$ cat src/rtl/dxt1_pkg.sv
// ----------------------------------------------------------------------------
// dxt1_pkg
// Shared types and constants of the 4x4 colour block encoder.
// ----------------------------------------------------------------------------
package dxt1_pkg;

	// Colour kept at 5:6:5 precision, packed red 15..11, green 10..5, blue 4..0
	localparam int unsigned C565_W = 16;
	localparam int unsigned PIX_W  = 24;
	localparam int unsigned ERR_W  = 26;
	localparam int unsigned IDX_W  = 32;

	// Reciprocals for exact floor division of values below 2**20
	localparam logic [22:0] RECIP3 = 23'd1398102; // ceil(2**22 / 3)
	localparam logic [22:0] RECIP9 = 23'd1864136; // ceil(2**24 / 9)

	typedef struct packed {
		logic [7:0] red;
		logic [7:0] green;
		logic [7:0] blue;
	} pixel_t;

	typedef struct packed {
		logic [15:0] first_endpoint;
		logic [15:0] second_endpoint;
		logic [31:0] index_bits;
	} block_t;

	// Pixel store write port of the scoring unit
	typedef struct packed {
		logic             en;
		logic [3:0]       addr;
		logic [PIX_W-1:0] data;
	} store_wr_t;

	// Request to score one endpoint pair
	typedef struct packed {
		logic              start;
		logic              n3;    // 1: three palette steps, 0: two
		logic [C565_W-1:0] ca;
		logic [C565_W-1:0] cb;
	} score_req_t;

	typedef struct packed {
		logic                    done;
		logic signed [ERR_W-1:0] err;
		logic [IDX_W-1:0]        idx;
	} score_rsp_t;

	// Expand one component of a 565 colour back to 8 bits (0 blue, 1 green, 2 red)
	function automatic logic [7:0] comp565(input logic [C565_W-1:0] c, input logic [1:0] k);
		logic [7:0] r;
		case (k)
			2'd0:    r = {c[4:0], 3'b000};
			2'd1:    r = {c[10:5], 2'b00};
			default: r = {c[15:11], 3'b000};
		endcase
		return r;
	endfunction

	// One component of a full pixel (0 blue, 1 green, 2 red)
	function automatic logic [7:0] comp_pix(input logic [PIX_W-1:0] p, input logic [1:0] k);
		logic [7:0] r;
		case (k)
			2'd0:    r = p[7:0];
			2'd1:    r = p[15:8];
			default: r = p[23:16];
		endcase
		return r;
	endfunction

endpackage

$ cat src/rtl/dxt1_score.sv
// ----------------------------------------------------------------------------
// dxt1_score
// Pixel store and pair scoring unit built around one shared multiplier.
// ----------------------------------------------------------------------------
module dxt1_score import dxt1_pkg::*; (
	input  logic       clk,
	input  logic       arst_n,
	input  store_wr_t  wr,
	input  score_req_t req,
	output score_rsp_t rsp
);

	typedef enum logic [1:0] {S_IDLE, S_DD, S_LOAD, S_PX} state_t;

	state_t                  state_q;
	logic [3:0]              st_q;
	logic [3:0]              p_q;
	logic                    n3_q;
	logic [C565_W-1:0]       ca_q;
	logic [C565_W-1:0]       cb_q;
	logic [PIX_W-1:0]        pix_q;
	logic [17:0]             dd_q;
	logic [17:0]             vv_q;
	logic signed [18:0]      vd_q;
	logic [1:0]              ch_q;
	logic signed [21:0]      t2_q;
	logic [19:0]             t3_q;
	logic signed [ERR_W-1:0] err_q;
	logic [IDX_W-1:0]        idx_q;
	logic                    done_q;

	logic [PIX_W-1:0] store_q [16];

	always_ff @(posedge clk) begin
		if (wr.en) begin
			store_q[wr.addr] <= wr.data;
		end
	end

	// Per component differences
	logic signed [8:0] d_c [3];
	logic signed [8:0] v_c [3];
	always_comb begin
		for (int k = 0; k < 3; k++) begin
			d_c[k] = $signed({1'b0, comp565(cb_q, 2'(k))}) - $signed({1'b0, comp565(ca_q, 2'(k))});
			v_c[k] = $signed({1'b0, comp_pix(pix_q, 2'(k))}) - $signed({1'b0, comp565(ca_q, 2'(k))});
		end
	end

	// Choice of palette step, clamped to 0..n
	logic signed [21:0] num;
	logic [19:0]        dd2;
	logic [19:0]        dd3;
	logic [1:0]         ch_c;
	always_comb begin
		num = (n3_q ? (22'(vd_q) * 22'sd3) : (22'(vd_q) * 22'sd2)) + $signed({4'b0, dd_q >> 1});
		dd2 = {1'b0, dd_q, 1'b0};
		dd3 = dd2 + {2'b0, dd_q};
		ch_c = 2'd0;
		if (dd_q != '0 && !num[21]) begin
			ch_c = 2'(num[20:0] >= {3'b0, dd_q}) + 2'(num[20:0] >= {1'b0, dd2})
				+ 2'(n3_q && (num[20:0] >= {1'b0, dd3}));
		end
	end

	logic [17:0] abs_vd;
	logic [19:0] x_div;
	logic [19:0] y_div;
	logic        ch_full;
	logic        mid3;
	assign abs_vd  = vd_q[18] ? 18'(-vd_q) : vd_q[17:0];
	assign x_div   = (ch_q == 2'd1) ? {1'b0, abs_vd, 1'b0} : {abs_vd, 2'b00};
	assign y_div   = (ch_q == 2'd1) ? {2'b0, dd_q} : {dd_q, 2'b00};
	assign ch_full = n3_q ? (ch_q == 2'd3) : (ch_q == 2'd2);
	assign mid3    = n3_q && ch_q != 2'd0 && ch_q != 2'd3;

	// Shared multiplier
	logic [1:0]         kidx;
	logic signed [22:0] mul_a;
	logic signed [22:0] mul_b;
	logic signed [45:0] prod;
	always_comb begin
		kidx  = (st_q < 4'd3) ? st_q[1:0] : 2'(st_q - 4'd3);
		mul_a = 23'(d_c[kidx]);
		mul_b = 23'(d_c[kidx]);
		if (state_q == S_PX) begin
			if (st_q < 4'd3) begin
				mul_a = 23'(v_c[kidx]);
				mul_b = 23'(v_c[kidx]);
			end else if (st_q < 4'd6) begin
				mul_a = 23'(v_c[kidx]);
			end else if (st_q == 4'd7) begin
				mul_a = $signed({3'b0, x_div});
				mul_b = $signed(RECIP3);
			end else begin
				mul_a = $signed({3'b0, y_div});
				mul_b = $signed(RECIP9);
			end
		end
		prod = mul_a * mul_b;
	end

	logic [1:0] code;
	always_comb begin
		if (ch_q == 2'd0) code = 2'd0;
		else if (ch_full) code = 2'd1;
		else code = ch_q + 2'd1;
	end

	always_ff @(posedge clk or negedge arst_n) begin
		if (!arst_n) begin
			state_q <= S_IDLE;
			st_q    <= '0;
			p_q     <= '0;
			done_q  <= 1'b0;
		end else begin
			// Pulse done on the last step of the last pixel
			done_q <= (state_q == S_PX) && (st_q > 4'd8) && (p_q == 4'd15);
			unique case (state_q)
				S_IDLE: begin
					if (req.start) begin
						n3_q    <= req.n3;
						ca_q    <= req.ca;
						cb_q    <= req.cb;
						dd_q    <= '0;
						err_q   <= '0;
						st_q    <= '0;
						p_q     <= '0;
						state_q <= S_DD;
					end
				end
				S_DD: begin
					dd_q <= dd_q + prod[17:0];
					if (st_q == 4'd2) begin
						state_q <= S_LOAD;
					end else begin
						st_q <= st_q + 4'd1;
					end
				end
				S_LOAD: begin
					pix_q   <= store_q[p_q];
					st_q    <= '0;
					state_q <= S_PX;
				end
				S_PX: begin
					st_q <= st_q + 4'd1;
					case (st_q)
						4'd0: vv_q <= prod[17:0];
						4'd1, 4'd2: vv_q <= vv_q + prod[17:0];
						4'd3: vd_q <= prod[18:0];
						4'd4, 4'd5: vd_q <= vd_q + prod[18:0];
						4'd6: ch_q <= ch_c;
						4'd7: begin
							if (ch_q == 2'd0) t2_q <= '0;
							else if (mid3) t2_q <= vd_q[18] ? -$signed({2'b0, prod[41:22]})
								: $signed({2'b0, prod[41:22]});
							else if (ch_full) t2_q <= 22'(vd_q) * 22'sd2;
							else t2_q <= 22'(vd_q);
						end
						4'd8: begin
							if (ch_q == 2'd0) t3_q <= '0;
							else if (mid3) t3_q <= prod[43:24];
							else if (ch_full) t3_q <= {2'b0, dd_q};
							else t3_q <= {4'b0, dd_q[17:2]};
						end
						default: begin
							err_q <= err_q + $signed({8'b0, vv_q}) - ERR_W'(t2_q)
								+ $signed({6'b0, t3_q});
							idx_q[{p_q, 1'b0} +: 2] <= code;
							if (p_q == 4'd15) begin
								state_q <= S_IDLE;
							end else begin
								p_q     <= p_q + 4'd1;
								state_q <= S_LOAD;
							end
						end
					endcase
				end
				default: state_q <= S_IDLE;
			endcase
		end
	end

	assign rsp.done = done_q;
	assign rsp.err  = err_q;
	assign rsp.idx  = idx_q;

endmodule

$ cat src/rtl/dxt1_color_block_encoder.sv
// ----------------------------------------------------------------------------
// dxt1_color_block_encoder
// BC1 colour block encoder with an exhaustive search over endpoint pairs drawn from the block's colours.
// ----------------------------------------------------------------------------
// Feed the sixteen pixels of a 4x4 block in raster order, one item per pixel.
// The input does not stall while the sixteen pixels are collected. After the
// sixteenth the input stalls while every pair of distinct 5:6:5 colours is
// scored in three- and four-colour mode, followed by one more pass over the
// winning pair to produce the indices. All scoring runs through one shared
// multiplier, so the stall grows with the number of distinct colours; a
// flat block skips the pair search and is scored only in the final pass.
// One result item leaves per block; the next block may start to load while it
// still waits to be taken.
module dxt1_color_block_encoder import dxt1_pkg::*; (
	input  logic   clk,
	input  logic   arst_n,
	input  logic   pixel_valid,
	output logic   pixel_stall,
	input  pixel_t pixel,
	output logic   block_valid,
	input  logic   block_stall,
	output block_t block
);

	typedef enum logic [2:0] {
		S_COLLECT, S_START, S_LOAD, S_WAIT, S_FINAL, S_FWAIT, S_EMIT
	} state_t;

	state_t                  state_q;
	logic [3:0]              pix_cnt_q;
	logic [4:0]              cnt_q;
	logic [C565_W-1:0]       colors_q [16];
	logic [3:0]              i_q;
	logic [3:0]              j_q;
	logic                    n3_q;
	logic                    start_q;
	logic [C565_W-1:0]       ca_q;
	logic [C565_W-1:0]       cb_q;
	logic                    has_best_q;
	logic signed [ERR_W-1:0] best_err_q;
	logic [C565_W-1:0]       best_a_q;
	logic [C565_W-1:0]       best_b_q;
	logic                    best_n3_q;
	logic [IDX_W-1:0]        idx_q;
	logic                    block_valid_q;
	block_t                  block_q;

	store_wr_t  wr;
	score_req_t req;
	score_rsp_t rsp;

	logic              accept;
	logic [C565_W-1:0] q565;
	logic              found;
	logic              emit;

	assign accept      = pixel_valid && !pixel_stall;
	assign pixel_stall = (state_q != S_COLLECT);
	assign q565        = {pixel.red[7:3], pixel.green[7:2], pixel.blue[7:3]};
	// Load the output register when it is free or being emptied this cycle
	assign emit        = (state_q == S_EMIT) && (!block_valid_q || !block_stall);

	// Look the cut colour up among those already seen in this block
	always_comb begin
		found = 1'b0;
		for (int k = 0; k < 16; k++) begin
			if (5'(k) < cnt_q && colors_q[k] == q565) found = 1'b1;
		end
	end

	assign wr.en   = accept;
	assign wr.addr = pix_cnt_q;
	assign wr.data = pixel;

	assign req.start = start_q;
	assign req.n3    = n3_q;
	assign req.ca    = ca_q;
	assign req.cb    = cb_q;

	dxt1_score u_score (
		.clk    (clk),
		.arst_n (arst_n),
		.wr     (wr),
		.req    (req),
		.rsp    (rsp)
	);

	logic better;
	logic swap;
	assign better = !has_best_q || (rsp.err < best_err_q);
	// Three-colour mode wants first <= second, four-colour mode first > second
	assign swap   = (best_a_q > best_b_q) != best_n3_q;

	always_ff @(posedge clk) begin
		if (accept && !found && !cnt_q[4]) begin
			colors_q[cnt_q[3:0]] <= q565;
		end
	end

	always_ff @(posedge clk or negedge arst_n) begin
		if (!arst_n) begin
			state_q       <= S_COLLECT;
			pix_cnt_q     <= '0;
			cnt_q         <= '0;
			i_q           <= '0;
			j_q           <= '0;
			n3_q          <= 1'b0;
			start_q       <= 1'b0;
			has_best_q    <= 1'b0;
			block_valid_q <= 1'b0;
		end else begin
			// Pulse a scoring request for a new pair, the second mode or the final pass
			start_q <= (state_q == S_LOAD) || (state_q == S_FINAL)
				|| (state_q == S_WAIT && rsp.done && !n3_q);
			// Raise the result item when loaded, drop it once it is taken
			if (emit) begin
				block_valid_q <= 1'b1;
			end else if (block_valid_q && !block_stall) begin
				block_valid_q <= 1'b0;
			end
			unique case (state_q)
				S_COLLECT: begin
					if (accept) begin
						if (!found && !cnt_q[4]) cnt_q <= cnt_q + 5'd1;
						pix_cnt_q <= pix_cnt_q + 4'd1;
						if (pix_cnt_q == 4'd15) state_q <= S_START;
					end
				end
				S_START: begin
					has_best_q <= 1'b0;
					i_q        <= 4'd0;
					j_q        <= 4'd1;
					n3_q       <= 1'b0;
					if (cnt_q <= 5'd1) begin
						// Single colour: both endpoints equal, four-colour mode
						best_a_q  <= colors_q[0];
						best_b_q  <= colors_q[0];
						best_n3_q <= 1'b1;
						state_q   <= S_FINAL;
					end else begin
						state_q <= S_LOAD;
					end
				end
				S_LOAD: begin
					ca_q    <= colors_q[i_q];
					cb_q    <= colors_q[j_q];
					state_q <= S_WAIT;
				end
				S_WAIT: begin
					if (rsp.done) begin
						if (better) begin
							has_best_q <= 1'b1;
							best_err_q <= rsp.err;
							best_a_q   <= ca_q;
							best_b_q   <= cb_q;
							best_n3_q  <= n3_q;
						end
						if (!n3_q) begin
							n3_q <= 1'b1;
						end else begin
							n3_q <= 1'b0;
							if ({1'b0, j_q} + 5'd1 < cnt_q) begin
								j_q     <= j_q + 4'd1;
								state_q <= S_LOAD;
							end else if ({1'b0, i_q} + 5'd2 < cnt_q) begin
								i_q     <= i_q + 4'd1;
								j_q     <= i_q + 4'd2;
								state_q <= S_LOAD;
							end else begin
								state_q <= S_FINAL;
							end
						end
					end
				end
				S_FINAL: begin
					ca_q    <= swap ? best_b_q : best_a_q;
					cb_q    <= swap ? best_a_q : best_b_q;
					n3_q    <= best_n3_q;
					cnt_q   <= '0;
					state_q <= S_FWAIT;
				end
				S_FWAIT: begin
					if (rsp.done) begin
						idx_q   <= rsp.idx;
						state_q <= S_EMIT;
					end
				end
				S_EMIT: begin
					// Hold until the output register is free
					if (emit) begin
						block_q.first_endpoint  <= ca_q;
						block_q.second_endpoint <= cb_q;
						block_q.index_bits      <= idx_q;
						state_q                 <= S_COLLECT;
					end
				end
				default: state_q <= S_COLLECT;
			endcase
		end
	end

	assign block_valid = block_valid_q;
	assign block       = block_q;

endmodule

$ cat config.mk
export PLATFORM = sky130hd
export DESIGN_NAME = dxt1_color_block_encoder
export DESIGN_NICKNAME = d
export VERILOG_FILES = /design/src/rtl/dxt1_pkg.sv /design/src/rtl/dxt1_score.sv /design/src/rtl/dxt1_color_block_encoder.sv
export SDC_FILE = /design/constraint.sdc
export NUM_CORES = 2
export LEC_CHECK = 0
export ABC_AREA = 0
export ABC_CLOCK_PERIOD_IN_PS = 13200
export BUFFER_PORTS_ARGS = -buffer_cell sky130_fd_sc_hd__buf_2
export CELL_PAD_IN_SITES_DETAIL_PLACEMENT = 1
export CELL_PAD_IN_SITES_GLOBAL_PLACEMENT = 2
export CORE_ASPECT_RATIO = 0.9
export CORE_MARGIN = 2
export CORE_UTILIZATION = 45
export DETAILED_ROUTE_END_ITERATION = 12
export HOLD_SLACK_MARGIN = 0.08
export PLACE_DENSITY_LB_ADDON = 0.2
export SLEW_MARGIN = 15
export SYNTH_ARGS = -nofsm -noshare
export SYNTH_HDL_FRONTEND = slang
export SYNTH_SLANG_ARGS = --single-unit
export TNS_END_PERCENT = 20
$ cat constraint.sdc
create_clock -name clk -period 13.2 [get_ports clk]
set_input_delay 1.32 -clock clk [delete_from_list [all_inputs] [get_ports clk]]
set_output_delay 1.32 -clock clk [all_outputs]
set_load 0.01 [all_outputs]
==> metrics.cfg <==
[drt]
finalWirelength_um = 241000
viasPerCell = 5.80
vias = 50300
firstDrtPassIters = 5
wire_per_inst_um = 27.8
drc = 0
drt_iter0_markers = 4317
postRouteAntennaNets = 0

[placed_design]
dp_hpwl_um = 186000
portBuffers = 93
place_inst = 8465
place.gp.congestion = 0.950
postPlaceCellArea_mm2 = 0.0794

[cts]
numCtsBuffers = 113
post_cts_buffers = 0
cts_tree = built
ctsLongestPathBuffers = 3
htree_levels = 3
clock-sinks = 1076
clock_latency_ns = 0.79
cts.clk_slew.worst_paths_ns = 0.07
root_buffer = clkbuf_16

[die]
dieArea_mm2 = 0.172
die_height_um = 394
core_mm2 = 0.167
row_count = 142
die_w_um = 437
initial_utilization_pct = 45.4
ioPinCount = 94

[critical_path]
slowest_delay_ns = 0.80
cp_common_cell = fa_1
crit_path_end_kind = flop
path_class = reg -> reg
cp.required_ns = 13.71
cp_max_fo = 25
start_kind = flop
worstPathArrival_ns = 13.00
cp_slowest_cell = o32ai_1

[synth]
synth_xor_xnor_area_share_pct = 5.23
avgSynthCellArea_um2 = 12.1
ys.warnings.count = 0
ys_async_sr_fraction_pct = 3.25
synth-compound-area-share_pct = 7.57
synth_fa_ha_area_share_pct = 21.7
synthMuxAreaShare_pct = 9.12
yosysMostFrequentCell = edfxtp_1
synth_common_cells = edfxtp_1, inv_1, fa_1, nand2_1, ha_1
syn_inst = 6250
synth-simple-area-share_pct = 8.66
yosysSeqAreaShare_pct = 42.4
ys.flop_type = edfxtp_1
synth_top_family_by_area = adder cells
synth_edf_count = 1041
synth-seq-cells = 1076
synth_cell_types = 91
synth_nets = 7273
mappedNetlistArea_mm2 = 0.0759
synth_top_area_share_pct = 41.2
synth_area_leaders = edfxtp_1, fa_1, mux4_2
synth_area_leader_cell = edfxtp_1

[global_route]
grt_start_max_net_pins = 65
gr-total-overflow = 0
grt_pass1_wl_um = 357000
track_usage_pct = 28.1
antenna_found_initial = 6
grt_pass1_vias = 52800

[layout]
fin_nets = 7372
fin_cells = 8675
n_antenna_cell = 0
seqCellArea_mm2 = 0.0322
drive_above_1_share_pct = 11.9
multi_input_area_mm2 = 0.0398
fillCellCount = 17200
area_growth_pct = 9.54
fin_area_mm2 = 0.0831

[timing]
max_slew_margin_pct = 19.9
grt_setup_unrepaired = no
tightest_slew_ns = 1.19
min_period_over_period_pct = 94.6
setup_violations = 0
fmax_mhz = 80.1
hold_viol = 0
skew_ns = 0.0814
final_max_slew_viol_count = 0
fin_crit_ns = 12.48
finalSetupTns_ns = 0

[min_path]
hp-class = reg -> reg

[run_status]
outcome = finished clean

[flow_run]
cap_violations = 0

==> cell usage in the layout (no fill, tap or decap), types with 70 or more instances in the layout <==
| cell | synthesis | final |
|---|---|---|
| fa_1 | 533 | 533 |
| mux4_2 | 280 | 280 |
| nand2_1 | 477 | 475 |
| nor2_1 | 407 | 389 |
| buf_2 | 21 | 93 |
| ha_1 | 462 | 461 |
| edfxtp_1 | 1041 | 1041 |
| buf_4 | 1 | 139 |
| a21oi_1 | 261 | 258 |
| xor2_1 | 202 | 202 |
| a21o_1 | 92 | 92 |
| inv_1 | 826 | 826 |
| xnor2_1 | 249 | 247 |
| o21ai_0 | 176 | 172 |
| clkbuf_16 | 0 | 113 |
| nor3_1 | 79 | 71 |
| and2_1 | 73 | 70 |
==> sequential cells by signal, indices dropped and copies added, names as in the netlist, 20 cells and up <==
| signal | flops |
|---|---|
| best_err_q | 26 |
| block | 64 |
| colors_q | 256 |
| idx_q | 32 |
| u_score.err_q | 26 |
| u_score.idx_q | 32 |
| u_score.pix_q | 24 |
| u_score.store_q | 384 |
| u_score.t2_q | 22 |
| u_score.t3_q | 20 |
==> stage by stage <==
stage	hold WS (ns)	util, %	setup slack, ns
after floorplan	0.400	-	2.58
after global placement	0.401	47.5	0.936
after detailed placement	0.405	47.5	0.665
after CTS	0.374	49.7	0.524
after global routing	0.383	49.8	0.0325
final	0.374	49.8	0.717
==> cell families (layout without fill, tap and decap cells) <==
kind of cell,count (synthesis),in the layout
AO/OA/AOI/OAI,891,891
flip-flops,1076,1076
adder cells (fa/ha/maj),995,995
AND/OR/NAND/NOR,1419,1419
multiplexers,341,341
buffers and inverters,1076,1269
XOR/XNOR,452,452
==> repair_timing <==
action | in CTS | in global routing
setup endpoints to repair | 0 | 10
hold buffers | 0 | 0
resized for setup | 0 | 2
==> critical path: cells and delay by family, from the launching register on <==
kind,cells,cell delay (ns)
buffers and inverters,7,1.01
xor gates and xnor gates,1,0.21
and+or+nand+nor,10,2.79
adders and majority gates,9,4.61
DFF,1,0.52
AOI/OAI and AO/OA,8,3.04
==> final timing paths <==
| kind | slack (ns) | end | cells past startpoint | start |
|---|---|---|---|---|
| min reg2reg | 0.37 | block[23]$_DFFE_PP_ | 0 | idx_q[23]$_DFFE_PP_ |
| min | 0.37 | block[23]$_DFFE_PP_ | 0 | idx_q[23]$_DFFE_PP_ |
| max in group asynchronous | 12.00 | u_score.p_q[1]$_DFFE_PN0P_ | 2 | arst_n |
| max | 0.72 | u_score.t2_q[17]$_SDFFCE_PP0P_ | 35 | u_score.st_q[0]$_DFFE_PN0P_ |
| min in group asynchronous | 0.66 | pix_cnt_q[0]$_DFFE_PN0P_ | 2 | arst_n |
| max reg2reg | 0.72 | u_score.t2_q[17]$_SDFFCE_PP0P_ | 35 | u_score.st_q[0]$_DFFE_PN0P_ |
==> area by class of cell <==
class	count	share of cell area [%]
clock buffer	138	3.55
clock inverter	71	0.896
inverter	827	3.73
multi-input combinational	4098	47.9
sequential	1076	38.7
tap	2232	3.36
timing repair buffer	233	1.85
==> metal layers <==
layer | global-route usage (%) | vias up | part of all wire (%)
met1 | 39.7 | 26100 | 44
met5 | 0 | - | 0.018
met3 | 4.12 | 342 | 6.5
met4 | 9.27 | 8 | 3.5
li1 | - | 22200 | -
met2 | 44.5 | 1691 | 46
Power is not shown: default switching activity piles up to over one toggle a cycle in this logic, so the estimate is an artifact.
